$ cat src/sicrd_pkg.sv
// Package for the signed integer to radix digits unit.
// Holds shared widths, symbol codes, register indexes and the control structs.
// No dependencies.
package sicrd_pkg;

   localparam int SYMBOL_W     = 8;
   localparam int SYMBOL_WORDS = 4;
   localparam int SYMBOL_SLOTS = SYMBOL_WORDS * 8;
   localparam int RADIX_W      = 6;
   localparam int DIGIT_W      = 5;
   localparam int CSR_DATA_W   = 64;
   localparam int CSR_INDEX_W  = 3;
   localparam int DIV_BITS     = 4;

   localparam logic [SYMBOL_W-1:0] MINUS_SYMBOL = 8'd45;
   localparam logic [SYMBOL_W-1:0] PLUS_SYMBOL  = 8'd43;
   localparam logic [SYMBOL_W-1:0] SPACE_SYMBOL = 8'd32;
   localparam logic [SYMBOL_W-1:0] TAB_SYMBOL   = 8'd9;
   localparam logic [SYMBOL_W-1:0] CR_SYMBOL    = 8'd13;

   localparam logic [CSR_INDEX_W-1:0] CSR_RADIX_LENGTH = 3'd0;
   localparam logic [CSR_INDEX_W-1:0] CSR_SYMBOLS_0    = 3'd1;
   localparam logic [CSR_INDEX_W-1:0] CSR_SYMBOLS_1    = 3'd2;
   localparam logic [CSR_INDEX_W-1:0] CSR_SYMBOLS_2    = 3'd3;
   localparam logic [CSR_INDEX_W-1:0] CSR_SYMBOLS_3    = 3'd4;

   typedef logic [SYMBOL_WORDS-1:0][CSR_DATA_W-1:0] symbol_words_type;
   typedef logic [SYMBOL_SLOTS-1:0][SYMBOL_W-1:0] symbol_bank_type;

   typedef struct packed {
      logic load;
      logic chk_next;
      logic div_step;
      logic rd_issue;
      logic sel_digit;
      logic emit_err;
      logic emit_sign;
      logic emit_digit;
   } cmd_type;

   typedef struct packed {
      logic len_bad;
      logic sym_bad;
      logic chk_last;
      logic div_done;
      logic negative;
      logic last_digit;
      logic out_free;
   } status_type;

   function automatic logic symbol_forbidden(input logic [SYMBOL_W-1:0] s);
      symbol_forbidden = (s == '0) || (s == SPACE_SYMBOL) || (s == PLUS_SYMBOL) ||
                         (s == MINUS_SYMBOL) || ((s >= TAB_SYMBOL) && (s <= CR_SYMBOL));
   endfunction

endpackage

$ cat src/sicrd_ctrl.sv
// Controller state machine of the signed integer to radix digits unit.
// Sequences alphabet check, digit division and symbol output; uses sicrd_pkg.
module sicrd_ctrl (
   input  logic                clock,
   input  logic                reset,
   input  logic                req_valid,
   output logic                req_stall,
   input  sicrd_pkg::status_type st,
   output sicrd_pkg::cmd_type  cmd
);

   localparam logic [2:0] ST_IDLE  = 3'd0;
   localparam logic [2:0] ST_CHECK = 3'd1;
   localparam logic [2:0] ST_ERR   = 3'd2;
   localparam logic [2:0] ST_DIV   = 3'd3;
   localparam logic [2:0] ST_SIGN  = 3'd4;
   localparam logic [2:0] ST_READ  = 3'd5;
   localparam logic [2:0] ST_EMIT  = 3'd6;

   logic [2:0] state_ff;
   logic [2:0] state_in;

   assign req_stall = (state_ff != ST_IDLE);

   always_comb begin
      cmd      = '0;
      state_in = state_ff;
      case (state_ff)
         ST_IDLE: begin
            if (req_valid) begin
               cmd.load = 1'b1;
               state_in = ST_CHECK;
            end
         end
         ST_CHECK: begin
            if (st.len_bad || st.sym_bad) begin
               state_in = ST_ERR;
            end else if (st.chk_last) begin
               state_in = ST_DIV;
            end else begin
               cmd.chk_next = 1'b1;
            end
         end
         ST_ERR: begin
            if (st.out_free) begin
               cmd.emit_err = 1'b1;
               state_in     = ST_IDLE;
            end
         end
         ST_DIV: begin
            cmd.div_step = 1'b1;
            if (st.div_done) begin
               state_in = st.negative ? ST_SIGN : ST_READ;
            end
         end
         ST_SIGN: begin
            if (st.out_free) begin
               cmd.emit_sign = 1'b1;
               state_in      = ST_READ;
            end
         end
         ST_READ: begin
            cmd.rd_issue = 1'b1;
            state_in     = ST_EMIT;
         end
         ST_EMIT: begin
            cmd.sel_digit = 1'b1;
            if (st.out_free) begin
               cmd.emit_digit = 1'b1;
               state_in       = st.last_digit ? ST_IDLE : ST_READ;
            end
         end
         default: begin
            state_in = ST_IDLE;
         end
      endcase
   end

   always_ff @(posedge clock) begin
      if (reset) begin
         state_ff <= ST_IDLE;
      end else begin
         state_ff <= state_in;
      end
   end

   assert property (@(posedge clock) disable iff (reset)
      (state_ff == ST_DIV) && !st.div_done |=> (state_ff == ST_DIV))
      else $error("Division left before its last digit.");
   assert property (@(posedge clock) disable iff (reset)
      (state_ff == ST_READ) |=> (state_ff == ST_EMIT))
      else $error("Digit read not followed by output.");
   assert property (@(posedge clock) disable iff (reset)
      $onehot0({cmd.emit_err, cmd.emit_sign, cmd.emit_digit}))
      else $error("More than one result loaded in a cycle.");

endmodule

$ cat src/sicrd_datapath.sv
// Datapath of the signed integer to radix digits unit: alphabet check,
// shared restoring divider, digit buffer and output register; uses sicrd_pkg.
module sicrd_datapath #(
   parameter int MAX_RADIX  = 32,
   parameter int VALUE_BITS = 32
) (
   input  logic                                    clock,
   input  logic                                    reset,
   input  logic [VALUE_BITS-1:0]                   req_value,
   input  logic [sicrd_pkg::RADIX_W-1:0]           radix_length,
   input  sicrd_pkg::symbol_bank_type              sym_bank,
   input  sicrd_pkg::cmd_type                      cmd,
   output sicrd_pkg::status_type                   st,
   output logic                                    rsp_valid,
   input  logic                                    rsp_stall,
   output logic [sicrd_pkg::SYMBOL_W-1:0]          rsp_symbol,
   output logic                                    rsp_alphabet_error,
   output logic                                    rsp_final_symbol
);

   localparam int DIV_STEPS = (VALUE_BITS + sicrd_pkg::DIV_BITS - 1) / sicrd_pkg::DIV_BITS;
   localparam int DIV_W     = DIV_STEPS * sicrd_pkg::DIV_BITS;
   localparam int STEP_W    = (DIV_STEPS > 1) ? $clog2(DIV_STEPS) : 1;
   localparam int CNT_W     = $clog2(VALUE_BITS + 1);
   localparam int ADDR_W    = $clog2(VALUE_BITS);
   localparam int RW        = sicrd_pkg::RADIX_W;
   localparam int IDX_W     = $clog2(sicrd_pkg::SYMBOL_SLOTS);

   logic                              neg_ff;
   logic [DIV_W-1:0]                  work_ff;
   logic [RW-1:0]                     rem_ff;
   logic [STEP_W-1:0]                 step_ff;
   logic [CNT_W-1:0]                  cnt_ff;
   logic [IDX_W-1:0]                  chk_ff;
   logic [sicrd_pkg::DIGIT_W-1:0]     rd_data_ff;
   logic [sicrd_pkg::DIGIT_W-1:0]     digit_mem [VALUE_BITS];

   logic                              rsp_valid_ff;
   logic                              rsp_valid_in;
   logic [sicrd_pkg::SYMBOL_W-1:0]    rsp_symbol_ff;
   logic                              rsp_error_ff;
   logic                              rsp_final_ff;

   logic [VALUE_BITS-1:0]             mag;
   logic [DIV_W-1:0]                  work_in;
   logic [RW-1:0]                     rem_in;
   logic                              step_last;
   logic [IDX_W-1:0]                  sym_addr;
   logic [sicrd_pkg::SYMBOL_W-1:0]    sym_cur;
   logic                              dup;

   assign mag = req_value[VALUE_BITS-1] ? (~req_value + VALUE_BITS'(1)) : req_value;

   always_comb begin
      logic [RW:0]                     t;
      logic [RW-1:0]                   r;
      logic [sicrd_pkg::DIV_BITS-1:0]  q;
      r = rem_ff;
      q = '0;
      for (int b = 0; b < sicrd_pkg::DIV_BITS; b++) begin
         t = {r, work_ff[DIV_W-1-b]};
         if (t >= {1'b0, radix_length}) begin
            r                               = RW'(t - {1'b0, radix_length});
            q[sicrd_pkg::DIV_BITS-1-b]      = 1'b1;
         end else begin
            r = t[RW-1:0];
         end
      end
      rem_in  = r;
      work_in = {work_ff[DIV_W-sicrd_pkg::DIV_BITS-1:0], q};
   end

   assign step_last = (step_ff == STEP_W'(DIV_STEPS - 1));
   assign sym_addr  = cmd.sel_digit ? rd_data_ff : chk_ff;
   assign sym_cur   = sym_bank[sym_addr];

   always_comb begin
      dup = 1'b0;
      for (int j = 0; j < sicrd_pkg::SYMBOL_SLOTS; j++) begin
         if ((RW'(j) > {1'b0, chk_ff}) && (RW'(j) < radix_length) &&
             (sym_bank[j] == sym_cur)) begin
            dup = 1'b1;
         end
      end
   end

   assign st.len_bad    = (radix_length < RW'(2)) ||
                          (32'(radix_length) > 32'(MAX_RADIX)) ||
                          (radix_length > RW'(sicrd_pkg::SYMBOL_SLOTS));
   assign st.sym_bad    = sicrd_pkg::symbol_forbidden(sym_cur) || dup;
   assign st.chk_last   = ({1'b0, chk_ff} == (radix_length - RW'(1)));
   assign st.div_done   = step_last &&
                          ((work_in == '0) || (cnt_ff == CNT_W'(VALUE_BITS - 1)));
   assign st.negative   = neg_ff;
   assign st.last_digit = (cnt_ff == '0);
   assign st.out_free   = !rsp_valid_ff || !rsp_stall;

   always_ff @(posedge clock) begin
      if (reset) begin
         step_ff <= '0;
         cnt_ff  <= '0;
         chk_ff  <= '0;
      end else if (cmd.load) begin
         step_ff <= '0;
         cnt_ff  <= '0;
         chk_ff  <= '0;
      end else begin
         if (cmd.chk_next) begin
            chk_ff <= chk_ff + IDX_W'(1);
         end
         if (cmd.div_step) begin
            if (step_last) begin
               step_ff <= '0;
               cnt_ff  <= cnt_ff + CNT_W'(1);
            end else begin
               step_ff <= step_ff + STEP_W'(1);
            end
         end
         if (cmd.rd_issue) begin
            cnt_ff <= cnt_ff - CNT_W'(1);
         end
      end
   end

   always_ff @(posedge clock) begin
      if (cmd.load) begin
         neg_ff  <= req_value[VALUE_BITS-1];
         work_ff <= DIV_W'(mag);
         rem_ff  <= '0;
      end else if (cmd.div_step) begin
         work_ff <= work_in;
         rem_ff  <= step_last ? '0 : rem_in;
      end
   end

   always_ff @(posedge clock) begin
      if (cmd.div_step && step_last) begin
         digit_mem[cnt_ff[ADDR_W-1:0]] <= rem_in[sicrd_pkg::DIGIT_W-1:0];
      end
      if (cmd.rd_issue) begin
         rd_data_ff <= digit_mem[ADDR_W'(cnt_ff - CNT_W'(1))];
      end
   end

   always_comb begin
      if (cmd.emit_err || cmd.emit_sign || cmd.emit_digit) begin
         rsp_valid_in = 1'b1;
      end else begin
         rsp_valid_in = rsp_stall ? rsp_valid_ff : 1'b0;
      end
   end

   always_ff @(posedge clock) begin
      if (reset) begin
         rsp_valid_ff <= 1'b0;
      end else begin
         rsp_valid_ff <= rsp_valid_in;
      end
   end

   always_ff @(posedge clock) begin
      if (cmd.emit_err) begin
         rsp_symbol_ff <= '0;
         rsp_error_ff  <= 1'b1;
         rsp_final_ff  <= 1'b1;
      end else if (cmd.emit_sign) begin
         rsp_symbol_ff <= sicrd_pkg::MINUS_SYMBOL;
         rsp_error_ff  <= 1'b0;
         rsp_final_ff  <= 1'b0;
      end else if (cmd.emit_digit) begin
         rsp_symbol_ff <= sym_cur;
         rsp_error_ff  <= 1'b0;
         rsp_final_ff  <= st.last_digit;
      end
   end

   assign rsp_valid          = rsp_valid_ff;
   assign rsp_symbol         = rsp_symbol_ff;
   assign rsp_alphabet_error = rsp_error_ff;
   assign rsp_final_symbol   = rsp_final_ff;

endmodule

$ cat src/signed_int_to_custom_radix_digits_unit.sv
// Top level of the signed integer to radix digits unit: configuration
// registers, controller and datapath. Uses sicrd_pkg, sicrd_ctrl, sicrd_datapath.
//
// Each accepted item is a signed number; the unit returns its text in the radix
// given by the configured alphabet, one symbol per result item, a leading minus
// for negatives, the last item flagged. An invalid alphabet gives one item with
// the error flag set. One item is worked on at a time. The alphabet check goes
// through the symbols one by one (up to 32). Every digit is then found in the
// shared restoring divider, which produces four quotient bits per cycle; the
// digits are afterwards read back from the digit buffer and sent out one symbol
// at a time, after the minus sign for a negative value.
module signed_int_to_custom_radix_digits_unit #(
   parameter int MAX_RADIX  = 32,
   parameter int VALUE_BITS = 32
) (
   input  logic                                  clock,
   input  logic                                  reset,
   input  logic                                  req_valid,
   output logic                                  req_stall,
   input  logic signed [VALUE_BITS-1:0]          req_value,
   output logic                                  rsp_valid,
   input  logic                                  rsp_stall,
   output logic [sicrd_pkg::SYMBOL_W-1:0]        rsp_symbol,
   output logic                                  rsp_alphabet_error,
   output logic                                  rsp_final_symbol,
   input  logic                                  csr_write_enable,
   input  logic [sicrd_pkg::CSR_INDEX_W-1:0]     csr_index,
   input  logic [sicrd_pkg::CSR_DATA_W-1:0]      csr_write_data
);

   logic [sicrd_pkg::RADIX_W-1:0]   radix_length_ff;
   sicrd_pkg::symbol_words_type     sym_words_ff;
   sicrd_pkg::symbol_bank_type      sym_bank;
   sicrd_pkg::cmd_type              cmd;
   sicrd_pkg::status_type           st;

   always_ff @(posedge clock) begin
      if (reset) begin
         radix_length_ff <= '0;
         sym_words_ff    <= '0;
      end else if (csr_write_enable) begin
         case (csr_index)
            sicrd_pkg::CSR_RADIX_LENGTH: begin
               radix_length_ff <= csr_write_data[sicrd_pkg::RADIX_W-1:0];
            end
            sicrd_pkg::CSR_SYMBOLS_0: begin
               sym_words_ff[0] <= csr_write_data;
            end
            sicrd_pkg::CSR_SYMBOLS_1: begin
               sym_words_ff[1] <= csr_write_data;
            end
            sicrd_pkg::CSR_SYMBOLS_2: begin
               sym_words_ff[2] <= csr_write_data;
            end
            sicrd_pkg::CSR_SYMBOLS_3: begin
               sym_words_ff[3] <= csr_write_data;
            end
            default: begin
            end
         endcase
      end
   end

   assign sym_bank = sicrd_pkg::symbol_bank_type'(sym_words_ff);

   sicrd_ctrl u_ctrl (
      .clock     (clock),
      .reset     (reset),
      .req_valid (req_valid),
      .req_stall (req_stall),
      .st        (st),
      .cmd       (cmd)
   );

   sicrd_datapath #(
      .MAX_RADIX  (MAX_RADIX),
      .VALUE_BITS (VALUE_BITS)
   ) u_datapath (
      .clock              (clock),
      .reset              (reset),
      .req_value          (req_value),
      .radix_length       (radix_length_ff),
      .sym_bank           (sym_bank),
      .cmd                (cmd),
      .st                 (st),
      .rsp_valid          (rsp_valid),
      .rsp_stall          (rsp_stall),
      .rsp_symbol         (rsp_symbol),
      .rsp_alphabet_error (rsp_alphabet_error),
      .rsp_final_symbol   (rsp_final_symbol)
   );

   assert property (@(posedge clock) disable iff (reset)
      rsp_valid && rsp_alphabet_error |-> rsp_final_symbol && (rsp_symbol == '0))
      else $error("Error item is not a single empty item.");
   assert property (@(posedge clock) disable iff (reset)
      rsp_valid && !rsp_alphabet_error && (rsp_symbol == sicrd_pkg::MINUS_SYMBOL)
      |-> !rsp_final_symbol)
      else $error("Minus sign flagged as the last item.");
   assert property (@(posedge clock) disable iff (reset)
      req_valid && !req_stall |=> req_stall)
      else $error("New item taken while the previous one is still in work.");

endmodule
$ cat config.mk
export PLATFORM = sky130hd
export DESIGN_NAME = signed_int_to_custom_radix_digits_unit
export DESIGN_NICKNAME = d
export VERILOG_FILES = /design/src/sicrd_pkg.sv /design/src/sicrd_ctrl.sv /design/src/sicrd_datapath.sv /design/src/signed_int_to_custom_radix_digits_unit.sv
export SDC_FILE = /design/constraint.sdc
export NUM_CORES = 1
export LEC_CHECK = 0
export ABC_CLOCK_PERIOD_IN_PS = 24400
export BUFFER_PORTS_ARGS = -buffer_cell sky130_fd_sc_hd__buf_4
export CAP_MARGIN = 15
export CELL_PAD_IN_SITES_DETAIL_PLACEMENT = 0
export CELL_PAD_IN_SITES_GLOBAL_PLACEMENT = 2
export CORE_AREA = 4 4 257 259
export DETAILED_ROUTE_END_ITERATION = 16
export DIE_AREA = 0 0 261 263
export MAX_ROUTING_LAYER = met4
export PLACE_DENSITY_LB_ADDON = 0.12
export SETUP_SLACK_MARGIN = 0.4
export SLEW_MARGIN = 30
export SYNTH_ARGS = -nofsm -noshare
export SYNTH_HDL_FRONTEND = slang
export SYNTH_HIERARCHICAL = 1
export SYNTH_SLANG_ARGS = --single-unit
$ cat constraint.sdc
create_clock -name clock -period 24.4 [get_ports clock]
set_input_delay 2.44 -clock clock [delete_from_list [all_inputs] [get_ports clock]]
set_output_delay 2.44 -clock clock [all_outputs]
set_load 0.005 [all_outputs]
==> impl_metrics.json <==
{
  "drive_gt1_share_pct": 14.9,
  "p_sw_mw": 1.90,
  "syn_nets": 2860,
  "cp_num_buf_inv": 3,
  "drt_iter0_markers": 2100,
  "r2r_slack_ps": 13810,
  "initial_core_util_pct": 44.5,
  "worstSkewPairLatency_ps": 650,
  "yosys.area.top_type_share_pct": 20.9,
  "rr_endpoint": "u_datapath/digit_mem[31][3]",
  "slowest_delay_ps": 770,
  "final_cell_mix": "nand2b_1 (340), dfxtp_1 (295), mux2i_1 (287)",
  "r2r_cells": 38,
  "portBuffers": 115,
  "hold_end": "u_datapath/rsp_alphabet_error",
  "hold_path.class": "flip-flop to flip-flop",
  "grt_use_total_pct": 29.5,
  "antenna_found_initial": 2,
  "path_clk_slew_ps": 60,
  "grt_start_max_net_pins": 240,
  "end_kind": "flip-flop",
  "clock_sinks": 494,
  "n_antenna_cell": 0,
  "switching_share_pct": 39.1,
  "critPathLaunchType": "flip-flop",
  "async_reset_ff_share_pct": 0,
  "ys_warn_count": 6,
  "finalPower_mw": 4.86,
  "crit_fanout": 33,
  "p_clk_share_pct": 18.5,
  "final_cell_area_um2": 32000,
  "fin_skew_ps": 55.3,
  "syn_avg_cell_area_um2": 10.5,
  "worst_slew_pin_slew_ps": 983,
  "ant_nets": 0,
  "internal_power_mw": 2.96,
  "cts_tree": "done",
  "hold_viol": 0,
  "htreeDepth": 2,
  "grt_use_met2_pct": 46.6,
  "routed_via_density": 5.95,
  "routed_wl_mm": 100,
  "critPathLaunch": "radix_length_ff[1]",
  "cts_resized": 0,
  "yosysSeqAreaShare_pct": 41.8,
  "cap_violations": 0,
  "setup-tns-final_ps": 0,
  "synth-seq-cells": 494,
  "num_rows": 93,
  "dp_hpwl_mm": 72.9,
  "max_freq_mhz": 94.4,
  "ys_types": 85,
  "placed_area_um2": 30000,
  "detail_route.first_pass.iterations": 6,
  "gp_congestion": 0.973,
  "synth_edf_count": 198,
  "run_status": "finished clean",
  "die_h_um": 263,
  "grtUsageMet3_pct": 3.00,
  "overflow": 0,
  "wl_per_cell_um": 27.5,
  "power.share.combinational_pct": 43.3,
  "grtUsageMet1_pct": 39.4,
  "layout.nets": 2894,
  "hp-start": "u_datapath/rsp_alphabet_error",
  "synthCells": 2713,
  "yosysTopAreaCell": "edfxtp_1",
  "leakage_nw": 12.4,
  "slew_headroom_pct": 32.8,
  "period_share_pct": 43.4,
  "hold_depth": 1,
  "crit_type": "flip-flop to flip-flop",
  "drc": 0,
  "area_growth_pct": 12.6,
  "grt-busiest-layer": "met2",
  "die_area_um2": 68600,
  "crit_arrival_ps": 10920,
  "fp.coreArea_um2": 63900,
  "grt_pass1_vias": 21296,
  "clock-root-buffer": "clkbuf_16",
  "critPathMostFrequentCell": "o21ai_0",
  "postCtsSetupBuffers": 0,
  "r2r_start": "radix_length_ff[1]",
  "power.density_nw_per_um2": 152,
  "slowest_stage": "mux2_2",
  "ios": 116,
  "netlist_area_um2": 28400,
  "clk_path_buf_depth": 3,
  "cts_hold_buf": 0,
  "fin_hold_ws_ps": 458,
  "die_w_um": 261,
  "mostFrequentLayoutCell": "nand2b_1",
  "cts_made_buffers": 56,
  "fin_crit_ps": 10590,
  "synth_flop_cell": "dfxtp_1",
  "synth_area_leaders": "edfxtp_1 (21%), dfxtp_1 (21%), mux2i_1 (10%), nand2b_1 (7.5%), mux4_2 (6.8%)",
  "finalSetupViolations": 0,
  "grt_pass1_wl_mm": 147,
  "vdd_drop_max_uv": 1820,
  "seq_power_share_pct": 38.3,
  "worstPathRequired_ps": 24730,
  "slew_viol_final": 0,
  "vias": 21696,
  "rsz0062_at_grt": "no",
  "crit_family": "compound AO/OA/AOI/OAI gates"
}
[power by group through the flow]
stage	Sequential (mW)	Clock, mW	Combinational [mW]
2_1_floorplan	1.86	0	1.34
3_3_place_gp	1.90	0	2.00
3_5_place_dp	1.89	0	2.11
4_1_cts	1.88	0.916	2.12
5_1_grt	1.87	0.948	2.29
6_report	1.86	0.897	2.10
[worst max-delay path by stage]
stage,end,slack [ps],cells past startpoint
after floorplan,u_datapath/digit_mem[0][0],14910,39
after global placement,u_datapath/digit_mem[10][3],13640,38
after detailed placement,u_datapath/digit_mem[10][2],13550,38
after CTS,u_datapath/digit_mem[29][2],13490,38
after global routing,u_ctrl/state_ff[0],12850,42
final,u_datapath/digit_mem[31][3],13810,38
[stage by stage]
stage	std cells	utilization [%]	worst slack, ps
after floorplan	2713	-	14910
after global placement	3543	47.0	13640
after detailed placement	3543	47.0	13550
after CTS	3645	50.1	13490
after global routing	3646	50.1	12850
final	3646	50.1	13810
[synth_stat cells (19+ instances only)]
cell type / instances
edfxtp_1: 198
nor4_1: 36
or3_1: 31
nand3_1: 28
nand2_1: 97
nand4_1: 37
clkbuf_1: 101
dfxtp_1: 296
mux4_2: 86
nor2_1: 199
buf_2: 52
ha_1: 39
nand2b_1: 340
xnor2_1: 126
nor3_1: 45
mux2_2: 27
a22oi_1: 19
a21boi_0: 24
mux2i_1: 290
inv_1: 37
o21ai_0: 86
xor2_1: 129
a21oi_1: 80
o22ai_1: 40
[layout make-up]
type	count	area, um2
fill	5855	31900
sequential	494	11900
timing repair buffer	165	1260
clock buffer	68	1530
multi-input combinational	1992	15700
tap	855	1070
inverter	38	143
clock inverter	34	448
[registers in the layout, summed over array words and instances (netlist names)]
signal / flops
u_datapath/rsp_valid: 1
radix_length_ff: 6
u_datapath/digit_mem: 160
u_datapath/cnt_ff: 6
u_datapath/rd_data_ff: 5
u_datapath/step_ff: 3
u_datapath/work_ff: 32
u_datapath/rem_ff: 6
u_ctrl/state_ff: 3
u_datapath/neg_ff: 1
sym_bank: 256
u_datapath/rsp_symbol: 8
u_datapath/rsp_final_symbol: 1
u_datapath/rsp_alphabet_error: 1
u_datapath/chk_ff: 5
[worst register-to-register path, delay by kind of cell (launching register included)]
kind | cells | cell delay, ps
AO/OA/AOI/OAI | 20 | 4890
multiplexers | 3 | 1610
AND/OR/NAND/NOR | 8 | 1340
adder cells (fa/ha/maj) | 4 | 1140
flip-flops | 1 | 750
buffers and inverters | 3 | 540
[cells by family (layout without fill, tap and decap cells)]
family                     Yosys count  count (layout)  share of synthesized area [%]
AOI/OAI and AO/OA                  393             393                           9.43
xor gates and xnor gates           255             255                           7.86
muxes                              407             407                           18.3
and+or+nand+nor                    894             894                           17.2
buffers and inverters              227             305                           3.53
adders and majority gates           43              43                           2.00
DFF                                494             494                           41.8
[layer usage]
metal | share of wire (%) | routed length [um] | vias to the layer above
met5 | 0 | 0 | -
met4 | 4.4 | 4390 | 0
met3 | 5.5 | 5490 | 200
met2 | 48 | 47700 | 758
met1 | 43 | 42800 | 10840
li1 | - | - | 9898
Power figures use the tool's default switching activity.
